**config.mk**
```make
export PLATFORM = sky130hd
export DESIGN_NAME = ffha_ctrl
export DESIGN_NICKNAME = d
export VERILOG_FILES = /design/src/rtl/ffha_pkg.sv /design/src/rtl/ffha_ctrl.sv
export SDC_FILE = /design/constraint.sdc
export NUM_CORES = 2
export LEC_CHECK = 0
export BUFFER_PORTS_ARGS = -buffer_cell sky130_fd_sc_hd__buf_2
export CAP_MARGIN = 40
export CELL_PAD_IN_SITES_DETAIL_PLACEMENT = 1
export CELL_PAD_IN_SITES_GLOBAL_PLACEMENT = 2
export CORE_MARGIN = 3
export CORE_UTILIZATION = 43
export CTS_CLUSTER_SIZE = 14
export DETAILED_ROUTE_END_ITERATION = 12
export PLACE_DENSITY = 0.85
export RECOVER_POWER = 25
export SLEW_MARGIN = 20
export SYNTH_ARGS = -nofsm -noshare
export SYNTH_HDL_FRONTEND = slang
export SYNTH_SLANG_ARGS = --single-unit
export TNS_END_PERCENT = 100
```
**constraint.sdc**
```tcl
create_clock -name i_clk -period 10 [get_ports i_clk]
set_clock_uncertainty 0.15 [all_clocks]
set_input_delay 1 -clock i_clk [delete_from_list [all_inputs] [get_ports i_clk]]
set_output_delay 1 -clock i_clk [all_outputs]
set_load 0.01 [all_outputs]
```
**src/rtl/ffha_pkg.sv**
```systemverilog
// Shared types and constants for the first-fit heap allocator.
`timescale 1ns / 1ps
package ffha_pkg;

    // Default heap depth in 32-bit words (a power of two).
    localparam int FFHA_HEAP_WORDS = 16384;

    // Boundary tag fields and layout constants.
    localparam logic [31:0] SIZE_MASK        = 32'hFFFF_FFF8;
    localparam logic [31:0] ALLOC_BIT        = 32'h0000_0001;
    localparam logic [31:0] MIN_BLOCK        = 32'd16;
    localparam logic [31:0] INIT_CHUNK       = 32'd4096;
    localparam logic [31:0] PROLOGUE_PAYLOAD = 32'd8;
    localparam logic [31:0] FIRST_PAYLOAD    = 32'd24;
    localparam logic [16:0] EXT_RESET        = 17'd4096;

    // Operation codes.
    localparam logic OP_ALLOC = 1'b0;
    localparam logic OP_FREE  = 1'b1;

    // Status codes.
    localparam logic ST_DONE = 1'b0;
    localparam logic ST_FAIL = 1'b1;

    // One memory access request, addressed in bytes.
    typedef struct packed {
        logic        re;
        logic [31:0] raddr;
        logic        we;
        logic [31:0] waddr;
        logic [31:0] wdata;
    } t_mem_req;

    // One result transfer.
    typedef struct packed {
        logic        done;
        logic [15:0] addr;
        logic        status;
    } t_result;

    // Sequencer states.
    typedef enum logic [5:0] {
        S_CLEAR, S_IDLE,
        S_A_RDH, S_A_HDR, S_A_NXT,
        S_G_SIZE, S_G_CHK, S_G_W2, S_G_W3,
        S_M_RD0, S_M_SZ, S_M_PRV, S_M_NXT,
        S_M_A2, S_M_A3,
        S_M_B1, S_M_B2, S_M_B3, S_M_B4,
        S_M_C1, S_M_C2, S_M_C3, S_M_C4, S_M_END,
        S_C_RD, S_C_SZ, S_C_SPLIT, S_C_W2, S_C_W3, S_C_W4, S_C_W7, S_C_END,
        S_U_RD, S_U_PRV, S_U_NXT, S_U_FIX,
        S_P_W1, S_P_W2, S_P_W3,
        S_F_HDR, S_F_FTR, S_F_W2
    } t_state;

endpackage

```
**src/rtl/ffha_ctrl.sv**
```systemverilog
// Allocator sequencer: list walk, split, growth, coalescing and list updates.
`timescale 1ns / 1ps
module ffha_ctrl
    import ffha_pkg::*;
#(
    parameter int HEAP_WORDS = FFHA_HEAP_WORDS
) (
    input  logic        i_clk,
    input  logic        i_rst_n,
    input  logic        i_start,
    input  logic        i_operation,
    input  logic [16:0] i_request_size,
    input  logic [15:0] i_block_address,
    input  logic [16:0] i_ext,
    input  logic [31:0] i_rdata,
    output t_mem_req    o_mem,
    output logic        o_busy,
    output t_result     o_result
);

    localparam int          AW         = $clog2(HEAP_WORDS);
    localparam logic [31:0] HEAP_BYTES = 32'(HEAP_WORDS * 4);
    localparam bit          FITS       = (HEAP_WORDS * 4 - 24) >= 4096;
    localparam logic [31:0] HEAD_RST   = FITS ? FIRST_PAYLOAD : PROLOGUE_PAYLOAD;
    localparam logic [31:0] BRK_RST    = FITS ? 32'd4120 : 32'd24;

    // Word written by the clearing pass: the reset layout of the heap.
    function automatic logic [31:0] init_word(input logic [AW-1:0] idx);
        logic [31:0] v;
        v = 32'd0;
        if (idx == AW'(1) || idx == AW'(4)) begin
            v = MIN_BLOCK | ALLOC_BIT;
        end else if (FITS) begin
            if (idx == AW'(3)) begin
                v = FIRST_PAYLOAD;
            end else if (idx == AW'(5) || idx == AW'(1028)) begin
                v = INIT_CHUNK;
            end else if (idx == AW'(6)) begin
                v = PROLOGUE_PAYLOAD;
            end else if (idx == AW'(1029)) begin
                v = ALLOC_BIT;
            end
        end else if (idx == AW'(5)) begin
            v = ALLOC_BIT;
        end
        return v;
    endfunction

    t_state        r_state, n_state;
    t_state        r_ret, n_ret;
    logic [AW-1:0] r_clr, n_clr;
    logic [AW:0]   r_cnt, n_cnt;
    logic          r_op, n_op;
    logic [31:0]   r_asize, n_asize;
    logic [31:0]   r_bp, n_bp;
    logic [31:0]   r_sz, n_sz;
    logic [31:0]   r_h, n_h;
    logic [31:0]   r_csize, n_csize;
    logic [31:0]   r_pbp, n_pbp;
    logic [31:0]   r_nbp, n_nbp;
    logic [31:0]   r_nsz, n_nsz;
    logic [31:0]   r_nend, n_nend;
    logic          r_pa, n_pa;
    logic [31:0]   r_ul, n_ul;
    logic [31:0]   r_pu, n_pu;
    logic [31:0]   r_prv, n_prv;
    logic [31:0]   r_nxt, n_nxt;
    logic [31:0]   r_fh, n_fh;
    logic [31:0]   r_brk, n_brk;
    t_result       r_res, n_res;

    // Control state.
    always_ff @(posedge i_clk) begin
        if (!i_rst_n) begin
            r_state <= S_CLEAR;
            r_clr   <= '0;
            r_fh    <= HEAD_RST;
            r_brk   <= BRK_RST;
            r_res   <= '0;
        end else begin
            r_state <= n_state;
            r_clr   <= n_clr;
            r_fh    <= n_fh;
            r_brk   <= n_brk;
            r_res   <= n_res;
        end
    end

    // Working registers.
    always_ff @(posedge i_clk) begin
        r_ret   <= n_ret;
        r_cnt   <= n_cnt;
        r_op    <= n_op;
        r_asize <= n_asize;
        r_bp    <= n_bp;
        r_sz    <= n_sz;
        r_h     <= n_h;
        r_csize <= n_csize;
        r_pbp   <= n_pbp;
        r_nbp   <= n_nbp;
        r_nsz   <= n_nsz;
        r_nend  <= n_nend;
        r_pa    <= n_pa;
        r_ul    <= n_ul;
        r_pu    <= n_pu;
        r_prv   <= n_prv;
        r_nxt   <= n_nxt;
    end

    // Next state, memory requests and results.
    always_comb begin
        logic [31:0] a;
        logic [31:0] msz;
        logic [31:0] grow_by;
        logic [31:0] words;
        logic [31:0] diff;
        n_state = r_state;
        n_ret   = r_ret;
        n_clr   = r_clr;
        n_cnt   = r_cnt;
        n_op    = r_op;
        n_asize = r_asize;
        n_bp    = r_bp;
        n_sz    = r_sz;
        n_h     = r_h;
        n_csize = r_csize;
        n_pbp   = r_pbp;
        n_nbp   = r_nbp;
        n_nsz   = r_nsz;
        n_nend  = r_nend;
        n_pa    = r_pa;
        n_ul    = r_ul;
        n_pu    = r_pu;
        n_prv   = r_prv;
        n_nxt   = r_nxt;
        n_fh    = r_fh;
        n_brk   = r_brk;
        n_res   = '0;
        o_mem   = '0;
        msz     = i_rdata & SIZE_MASK;
        a       = 32'(i_block_address);
        grow_by = (r_asize > 32'(i_ext)) ? r_asize : 32'(i_ext);
        words   = grow_by >> 2;
        diff    = r_csize - r_asize;
        case (r_state)
            // Write the reset layout over the whole memory.
            S_CLEAR: begin
                o_mem.we    = 1'b1;
                o_mem.waddr = 32'(r_clr) << 2;
                o_mem.wdata = init_word(r_clr);
                n_clr       = r_clr + AW'(1);
                if (r_clr == AW'(HEAP_WORDS - 1)) begin
                    n_state = S_IDLE;
                end
            end
            S_IDLE: begin
                if (i_start) begin
                    n_op = i_operation;
                    if (i_operation == OP_ALLOC) begin
                        if (i_request_size == 17'd0) begin
                            n_res = '{done: 1'b1, addr: 16'd0, status: ST_FAIL};
                        end else begin
                            n_asize = (32'(i_request_size) + 32'd15) & SIZE_MASK;
                            n_bp    = r_fh;
                            n_cnt   = '0;
                            n_state = S_A_RDH;
                        end
                    end else if (a[2:0] != 3'd0 || a < FIRST_PAYLOAD || a >= r_brk) begin
                        n_res = '{done: 1'b1, addr: 16'd0, status: ST_DONE};
                    end else begin
                        o_mem.re    = 1'b1;
                        o_mem.raddr = a - 32'd4;
                        n_bp        = a;
                        n_state     = S_F_HDR;
                    end
                end
            end
            // First-fit walk over the free list.
            S_A_RDH: begin
                if (r_cnt == (AW+1)'(HEAP_WORDS)) begin
                    n_state = S_G_SIZE;
                end else begin
                    o_mem.re    = 1'b1;
                    o_mem.raddr = r_bp - 32'd4;
                    n_state     = S_A_HDR;
                end
            end
            S_A_HDR: begin
                if (i_rdata[0]) begin
                    n_state = S_G_SIZE;
                end else if (msz >= r_asize) begin
                    n_state = S_C_RD;
                end else begin
                    o_mem.re    = 1'b1;
                    o_mem.raddr = r_bp;
                    n_state     = S_A_NXT;
                end
            end
            S_A_NXT: begin
                n_bp    = i_rdata;
                n_cnt   = r_cnt + (AW+1)'(1);
                n_state = S_A_RDH;
            end
            // Heap growth.
            S_G_SIZE: begin
                n_sz    = (words + {31'd0, words[0]}) << 2;
                n_state = S_G_CHK;
            end
            S_G_CHK: begin
                if (r_sz > HEAP_BYTES - r_brk) begin
                    n_res   = '{done: 1'b1, addr: 16'd0, status: ST_FAIL};
                    n_state = S_IDLE;
                end else begin
                    n_bp        = r_brk;
                    n_brk       = r_brk + r_sz;
                    o_mem.we    = 1'b1;
                    o_mem.waddr = r_brk - 32'd4;
                    o_mem.wdata = r_sz;
                    n_state     = S_G_W2;
                end
            end
            S_G_W2: begin
                o_mem.we    = 1'b1;
                o_mem.waddr = r_bp + r_sz - 32'd8;
                o_mem.wdata = r_sz;
                n_state     = S_G_W3;
            end
            S_G_W3: begin
                o_mem.we    = 1'b1;
                o_mem.waddr = r_bp + r_sz - 32'd4;
                o_mem.wdata = ALLOC_BIT;
                n_state     = S_M_RD0;
            end
            // Coalescing with neighbors.
            S_M_RD0: begin
                o_mem.re    = 1'b1;
                o_mem.raddr = r_bp - 32'd4;
                n_state     = S_M_SZ;
            end
            S_M_SZ: begin
                n_sz        = msz;
                o_mem.re    = 1'b1;
                o_mem.raddr = r_bp - 32'd8;
                n_state     = S_M_PRV;
            end
            S_M_PRV: begin
                n_pa        = i_rdata[0];
                n_pbp       = r_bp - msz;
                n_nbp       = r_bp + r_sz;
                o_mem.re    = 1'b1;
                o_mem.raddr = r_bp + r_sz - 32'd4;
                n_state     = S_M_NXT;
            end
            S_M_NXT: begin
                if (r_pa && !i_rdata[0]) begin
                    n_sz    = r_sz + msz;
                    n_ul    = r_nbp;
                    n_ret   = S_M_A2;
                    n_state = S_U_RD;
                end else if (!r_pa && i_rdata[0]) begin
                    o_mem.re    = 1'b1;
                    o_mem.raddr = r_pbp - 32'd4;
                    n_state     = S_M_B1;
                end else if (!r_pa) begin
                    n_nend      = r_nbp + msz - 32'd8;
                    n_nsz       = msz;
                    o_mem.re    = 1'b1;
                    o_mem.raddr = r_pbp - 32'd4;
                    n_state     = S_M_C1;
                end else begin
                    n_pu    = r_bp;
                    n_ret   = S_M_END;
                    n_state = S_P_W1;
                end
            end
            S_M_A2: begin
                o_mem.we    = 1'b1;
                o_mem.waddr = r_bp - 32'd4;
                o_mem.wdata = r_sz;
                n_state     = S_M_A3;
            end
            S_M_A3: begin
                o_mem.we    = 1'b1;
                o_mem.waddr = r_bp + r_sz - 32'd8;
                o_mem.wdata = r_sz;
                n_pu        = r_bp;
                n_ret       = S_M_END;
                n_state     = S_P_W1;
            end
            S_M_B1: begin
                n_sz    = r_sz + msz;
                n_ul    = r_pbp;
                n_ret   = S_M_B2;
                n_state = S_U_RD;
            end
            S_M_B2: begin
                o_mem.re    = 1'b1;
                o_mem.raddr = r_bp - 32'd4;
                n_state     = S_M_B3;
            end
            S_M_B3: begin
                o_mem.we    = 1'b1;
                o_mem.waddr = r_bp + msz - 32'd8;
                o_mem.wdata = r_sz;
                n_state     = S_M_B4;
            end
            S_M_B4: begin
                o_mem.we    = 1'b1;
                o_mem.waddr = r_pbp - 32'd4;
                o_mem.wdata = r_sz;
                n_bp        = r_pbp;
                n_pu        = r_pbp;
                n_ret       = S_M_END;
                n_state     = S_P_W1;
            end
            S_M_C1: begin
                n_sz    = r_sz + msz + r_nsz;
                n_ul    = r_pbp;
                n_ret   = S_M_C2;
                n_state = S_U_RD;
            end
            S_M_C2: begin
                n_ul    = r_nbp;
                n_ret   = S_M_C3;
                n_state = S_U_RD;
            end
            S_M_C3: begin
                o_mem.we    = 1'b1;
                o_mem.waddr = r_pbp - 32'd4;
                o_mem.wdata = r_sz;
                n_state     = S_M_C4;
            end
            S_M_C4: begin
                o_mem.we    = 1'b1;
                o_mem.waddr = r_nend;
                o_mem.wdata = r_sz;
                n_bp        = r_pbp;
                n_pu        = r_pbp;
                n_ret       = S_M_END;
                n_state     = S_P_W1;
            end
            S_M_END: begin
                if (r_op == OP_FREE) begin
                    n_res   = '{done: 1'b1, addr: 16'd0, status: ST_DONE};
                    n_state = S_IDLE;
                end else begin
                    n_state = S_C_RD;
                end
            end
            // Take the chosen block, splitting off a free remainder when it is large enough.
            S_C_RD: begin
                o_mem.re    = 1'b1;
                o_mem.raddr = r_bp - 32'd4;
                n_state     = S_C_SZ;
            end
            S_C_SZ: begin
                n_csize = msz;
                n_ul    = r_bp;
                n_ret   = S_C_SPLIT;
                n_state = S_U_RD;
            end
            S_C_SPLIT: begin
                o_mem.we    = 1'b1;
                o_mem.waddr = r_bp - 32'd4;
                if (diff >= MIN_BLOCK) begin
                    o_mem.wdata = r_asize | ALLOC_BIT;
                    n_state     = S_C_W2;
                end else begin
                    o_mem.wdata = r_csize | ALLOC_BIT;
                    n_state     = S_C_W7;
                end
            end
            S_C_W2: begin
                o_mem.we    = 1'b1;
                o_mem.waddr = r_bp + r_asize - 32'd8;
                o_mem.wdata = r_asize | ALLOC_BIT;
                n_state     = S_C_W3;
            end
            S_C_W3: begin
                o_mem.we    = 1'b1;
                o_mem.waddr = r_bp + r_asize - 32'd4;
                o_mem.wdata = diff;
                n_state     = S_C_W4;
            end
            S_C_W4: begin
                o_mem.we    = 1'b1;
                o_mem.waddr = r_bp + r_asize + diff - 32'd8;
                o_mem.wdata = diff;
                n_pu        = r_bp + r_asize;
                n_ret       = S_C_END;
                n_state     = S_P_W1;
            end
            S_C_W7: begin
                o_mem.we    = 1'b1;
                o_mem.waddr = r_bp + r_csize - 32'd8;
                o_mem.wdata = r_csize | ALLOC_BIT;
                n_res       = '{done: 1'b1, addr: r_bp[15:0], status: ST_DONE};
                n_state     = S_IDLE;
            end
            S_C_END: begin
                n_res   = '{done: 1'b1, addr: r_bp[15:0], status: ST_DONE};
                n_state = S_IDLE;
            end
            // Remove a block from the free list.
            S_U_RD: begin
                o_mem.re    = 1'b1;
                o_mem.raddr = r_ul + 32'd4;
                n_state     = S_U_PRV;
            end
            S_U_PRV: begin
                n_prv       = i_rdata;
                o_mem.re    = 1'b1;
                o_mem.raddr = r_ul;
                n_state     = S_U_NXT;
            end
            S_U_NXT: begin
                n_nxt = i_rdata;
                if (r_prv != 32'd0) begin
                    o_mem.we    = 1'b1;
                    o_mem.waddr = r_prv;
                    o_mem.wdata = i_rdata;
                end else begin
                    n_fh = i_rdata;
                end
                n_state = S_U_FIX;
            end
            S_U_FIX: begin
                if (r_nxt != 32'd0) begin
                    o_mem.we    = 1'b1;
                    o_mem.waddr = r_nxt + 32'd4;
                    o_mem.wdata = r_prv;
                end
                n_state = r_ret;
            end
            // Push a block at the list head.
            S_P_W1: begin
                o_mem.we    = 1'b1;
                o_mem.waddr = r_pu + 32'd4;
                o_mem.wdata = 32'd0;
                n_state     = S_P_W2;
            end
            S_P_W2: begin
                o_mem.we    = 1'b1;
                o_mem.waddr = r_pu;
                o_mem.wdata = r_fh;
                n_state     = S_P_W3;
            end
            S_P_W3: begin
                if (r_fh != 32'd0) begin
                    o_mem.we    = 1'b1;
                    o_mem.waddr = r_fh + 32'd4;
                    o_mem.wdata = r_pu;
                end
                n_fh    = r_pu;
                n_state = r_ret;
            end
            // Validate a block being released and mark its tags free.
            S_F_HDR: begin
                n_h  = i_rdata;
                n_sz = msz;
                if (!i_rdata[0] || msz < MIN_BLOCK || msz > r_brk - r_bp) begin
                    n_res   = '{done: 1'b1, addr: 16'd0, status: ST_DONE};
                    n_state = S_IDLE;
                end else begin
                    o_mem.re    = 1'b1;
                    o_mem.raddr = r_bp + msz - 32'd8;
                    n_state     = S_F_FTR;
                end
            end
            S_F_FTR: begin
                if (i_rdata != r_h) begin
                    n_res   = '{done: 1'b1, addr: 16'd0, status: ST_DONE};
                    n_state = S_IDLE;
                end else begin
                    o_mem.we    = 1'b1;
                    o_mem.waddr = r_bp - 32'd4;
                    o_mem.wdata = r_sz;
                    n_state     = S_F_W2;
                end
            end
            S_F_W2: begin
                o_mem.we    = 1'b1;
                o_mem.waddr = r_bp + r_sz - 32'd8;
                o_mem.wdata = r_sz;
                n_state     = S_M_RD0;
            end
            default: begin
                n_state = S_IDLE;
            end
        endcase
    end

    assign o_busy   = (r_state != S_IDLE);
    assign o_result = r_res;

endmodule

```
After elaboration in Yosys (flattened, before gate mapping)
Index checks and enable logic that the tools add are counted.
- $add $sub $neg: 34
- order comparisons: 8
- eq/ne operators: 66
- mux-type cells: 74
- bitwise logic cells: 6
- reductions and logical operators: 47
- operator list (kind ; number):
    case mux 65 bit (19 select lines) ; 1
    2-to-1 mux 32 bit ; 13
    case mux 32 bit (4 select lines) ; 3
    2-to-1 mux 33 bit ; 10
    case mux 33 bit (10 select lines) ; 1
    2-to-1 mux 65 bit ; 5
    adder 32 bit ; 9
    subtractor 32 x 4 -> 32 bit (second input constant) ; 7
    case mux 6 bit (32 select lines) ; 1
    case mux 32 bit (5 select lines) ; 1
    subtractor 32 x 3 -> 32 bit (second input constant) ; 5
    2-to-1 mux 18 bit ; 8
    adder 32 x 3 -> 32 bit (second input constant) ; 4
    case mux 18 bit (6 select lines) ; 1
    equality test 6 x 5 -> 1 bit (second input constant) ; 16
    nonzero test 32 bit ; 3
    subtractor 32 bit ; 3
    2-to-1 mux 6 bit ; 13
    > comparator 32 bit ; 2
    case mux 32 bit (2 select lines) ; 1
    equality test 6 bit (second input constant) ; 10
    equality test 6 x 4 -> 1 bit (second input constant) ; 8
    2-to-1 mux 15 bit ; 3
    equality test 14 x 3 -> 1 bit (second input constant) ; 3
    49 further kinds ; 104
- register bits: 532
- input bits: 86
- output and inout port bits: 117
- word-level logic and storage cells: 259

Logic depth before layout (Yosys ltp)
- depth in word-level cells: 7
- depth in mapped cells: 27

Worst setup path after synthesis
Ideal clock, no wire load.
- path kind: reg2out
- from: register r_bp[5]
- to: output port o_mem[84] (netlist bit)
- data arrival time: 5.487 ns
- required time: 8.850 ns
- slack: 3.363 ns
- stages on the path, launching flop included: 26
- path buffers: 3
- path through: edfxtp_1 clkbuf_1 inv_1 ha_1 a21oi_1 a21boi_0 a311oi_1 nand3_1 a21oi_1 a21oi_1 a221o_1 a211oi_1 o21bai_1 a21oi_1 xnor2_1 ha_1 nand4_1 nor2_1 nand2_1 nor3_1 o221a_2 and2_1 clkbuf_1 clkbuf_1 a221oi_1 o21ai_0
- RTL lines (what ; RTL line ; text):
    from (decl) ; ffha_ctrl.sv:55 ; logic [31:0] r_bp, n_bp;
    from (signal assigned) ; ffha_ctrl.sv:95 ; r_bp <= n_bp;
    to (decl) ; ffha_ctrl.sv:16 ; output t_mem_req o_mem,

==> qor.csv <==
metric;value;unit
clock_path_buffers;3;
holdPathStages;2;
io_pins;203;
postCtsHoldBufs;0;
violations;max-capacitance violations, max-slew violations;
r2r.worst_path.cells;24;
rr_startpoint;r_bp[3];
placed_cell_area;57100;um2
cellLeakagePower;0.0236;uW
cap_violations;12;
synth_ff_type;edfxtp_1;
clock_sinks;508;
finalHoldViolCount;0;
gp_congestion;1.06;
min_from;r_clr[5];
slew_violations;266;
start_util;0.436;
fin_nets;7352;
postCtsSetupBuffers;0;
syn2layout_area_growth;11.1;%
crit_path_top_delay_cell;edfxtp_1;
die_area;128000;um2
synth_area;53400;um2
min_period;9620;ps
synthTopCellsByArea;edfxtp_1 (23%), ha_1 (13%), xnor2_1 (7.0%);
cts-root-buf;clkbuf_16;
drt_wl_total;308;mm
ys_seq_elements;508;
layout_common_cells;ha_1 (537), nand2_1 (526), nor2_1 (510);
setup_viol;0;
dr.pass1.iters;11;
htreeDepth;3;
drive_gt1_frac;0.0812;
critPathLaunch;r_bp[3];
start_kind;flop;
port_buffers;202;
antenna_found_initial;12;
synth.distinct_cells;87;
vias;58495;
cts_buffers;69;
fillers;14758;
grt_pass1_vias;56595;
grt.overflow.total;0;
rsz0062_at_grt;no;
critPathMaxFanout;13;
die_x;358;um
worst_pin_slew;2940;ps
min_path_type;flop to flop;
ys_seq_area_frac;0.267;
power.density;93.0;nW/um2
viasPerCell;6.96;
outcome;finished, violations left;
worst_path_most_repeated_cell;a21oi_1;
arrival;8470;ps
die_h;358;um
final_common_cell;ha_1;
critPathCaptureType;primary output;
postLayoutCellArea;59300;um2
synthArstFlopShare;0;
synth_edf_count;409;
ys_warn_count;0;
yosys.area.top_type;edfxtp_1;
ir_drop;143;uV
clk_pin_slew;70;ps
cts-resized-gates;0;
route.antenna.remaining_nets;0;
coreArea;123000;um2
max_slew_margin;-0.961;
drt_iter0_markers;8950;
synth_cells;6528;
routedWlPerCell;36.7;um
clock_latency;700;ps
syn_nets;7162;
path_class;flop to primary output;
grt_max_degree;56;
hpwl;248;mm
period_share;0.962;
fmaxAchievable;104;MHz
avgSynthCellArea;8.17;um2
rows;128;
grt.total_usage;0.463;
drc;0;
synthDominantCellAreaShare;0.230;
grt_pass1_wl;422;mm
tritoncts;built;
slowest_delay;730;ps
worstPathRequired;8850;ps
fin_tns_setup;0;ps
## final cells by class
cell class                 instances  area (um2)  area share
multi-input combinational       5198       36200       0.611
timing repair buffer             430        2550      0.0430
clock buffer                      99        1920      0.0324
sequential                       508       14300       0.241
antenna                            5        12.5    0.000211
tap                             1625        2030      0.0343
inverter                         511        1920      0.0324
clock inverter                    27         333     0.00562
## flip-flops by register name, indices dropped and copies added (netlist names), 15 cells and up
register / flops
r_nxt: 32
r_asize: 15
r_bp: 32
r_prv: 32
r_fh: 32
r_sz: 29
r_pbp: 32
r_h: 32
r_csize: 29
r_brk: 29
r_nend: 32
r_cnt: 15
r_pu: 32
o_result: 18
r_nbp: 29
r_nsz: 29
r_ul: 32
## power breakdown
part	internal, uW	switching [uW]	total (uW)
Combinational	205	425	630
Clock	1480	1120	2600
Sequential	2280	3.99	2280
## synth_stat cells (29+ instances only)
master     number
ha_1          537
nand2_1       527
nor2_1        523
inv_1         503
xnor2_1       427
a21oi_1       422
edfxtp_1      409
o21ai_0       344
clkbuf_1      280
xor2_1        237
nand3_1       206
nor3_1        188
a22oi_1       121
a21o_1        119
nor4_1        107
nand4_1       105
dfxtp_1        99
a211oi_1       97
and3_1         90
a222oi_1       82
mux2i_1        70
nand2b_1       69
nor2b_1        66
a221oi_1       65
o211ai_1       62
o21a_1         60
o22ai_1        59
or3_1          58
o221ai_1       52
a31oi_1        42
and2_1         41
o2111ai_1      35
o21bai_1       29
## critical path, delay by kind of cell (launching register included)
kind                       cells  cell delay, ps
adders and majority gates      2             670
xor gates and xnor gates       1             100
buffers and inverters          4            1040
AOI/OAI and AO/OA             11            3500
DFF                            1             730
and+or+nand+nor                7            1710
## metrics by stage
stage          hold slack [ps]  cells  setup WS, ps  utilization  total power, uW
3_3_place_gp               351   8236          1500        0.465             2910
4_1_cts                    377   8384           641        0.484             5500
2_1_floorplan              329   6528          3360            -             2680
5_1_grt                    402   8398           186        0.484             5630
3_5_place_dp               367   8258          1370        0.466             2930
6_report                   372   8403           382        0.484             5510
## logic make-up after synthesis
logic type	after synthesis	synth area share
fa+ha+maj	548	0.130
flops	508	0.267
mux	73	0.0138
simple gates	2105	0.192
buf+inv	822	0.0583
compound gates	1808	0.229
xor+xnor	664	0.109
## metal layers
layer	vias up	global-route usage	part of all wire
met1	29217	0.609	0.39
li1	24577	-	-
met4	14	0.207	0.053
met5	-	0.0117	0.0011
met3	655	0.196	0.16
met2	4032	0.654	0.40
## final timing paths
path / endpoint / slack, ps
worst max-delay path: o_mem[82] / 380
worst min-delay path: r_clr[5] / 370
worst max register to register: r_state[3] / 2540
worst min register to register: r_clr[5] / 370
(Power assumes the default switching activity.)
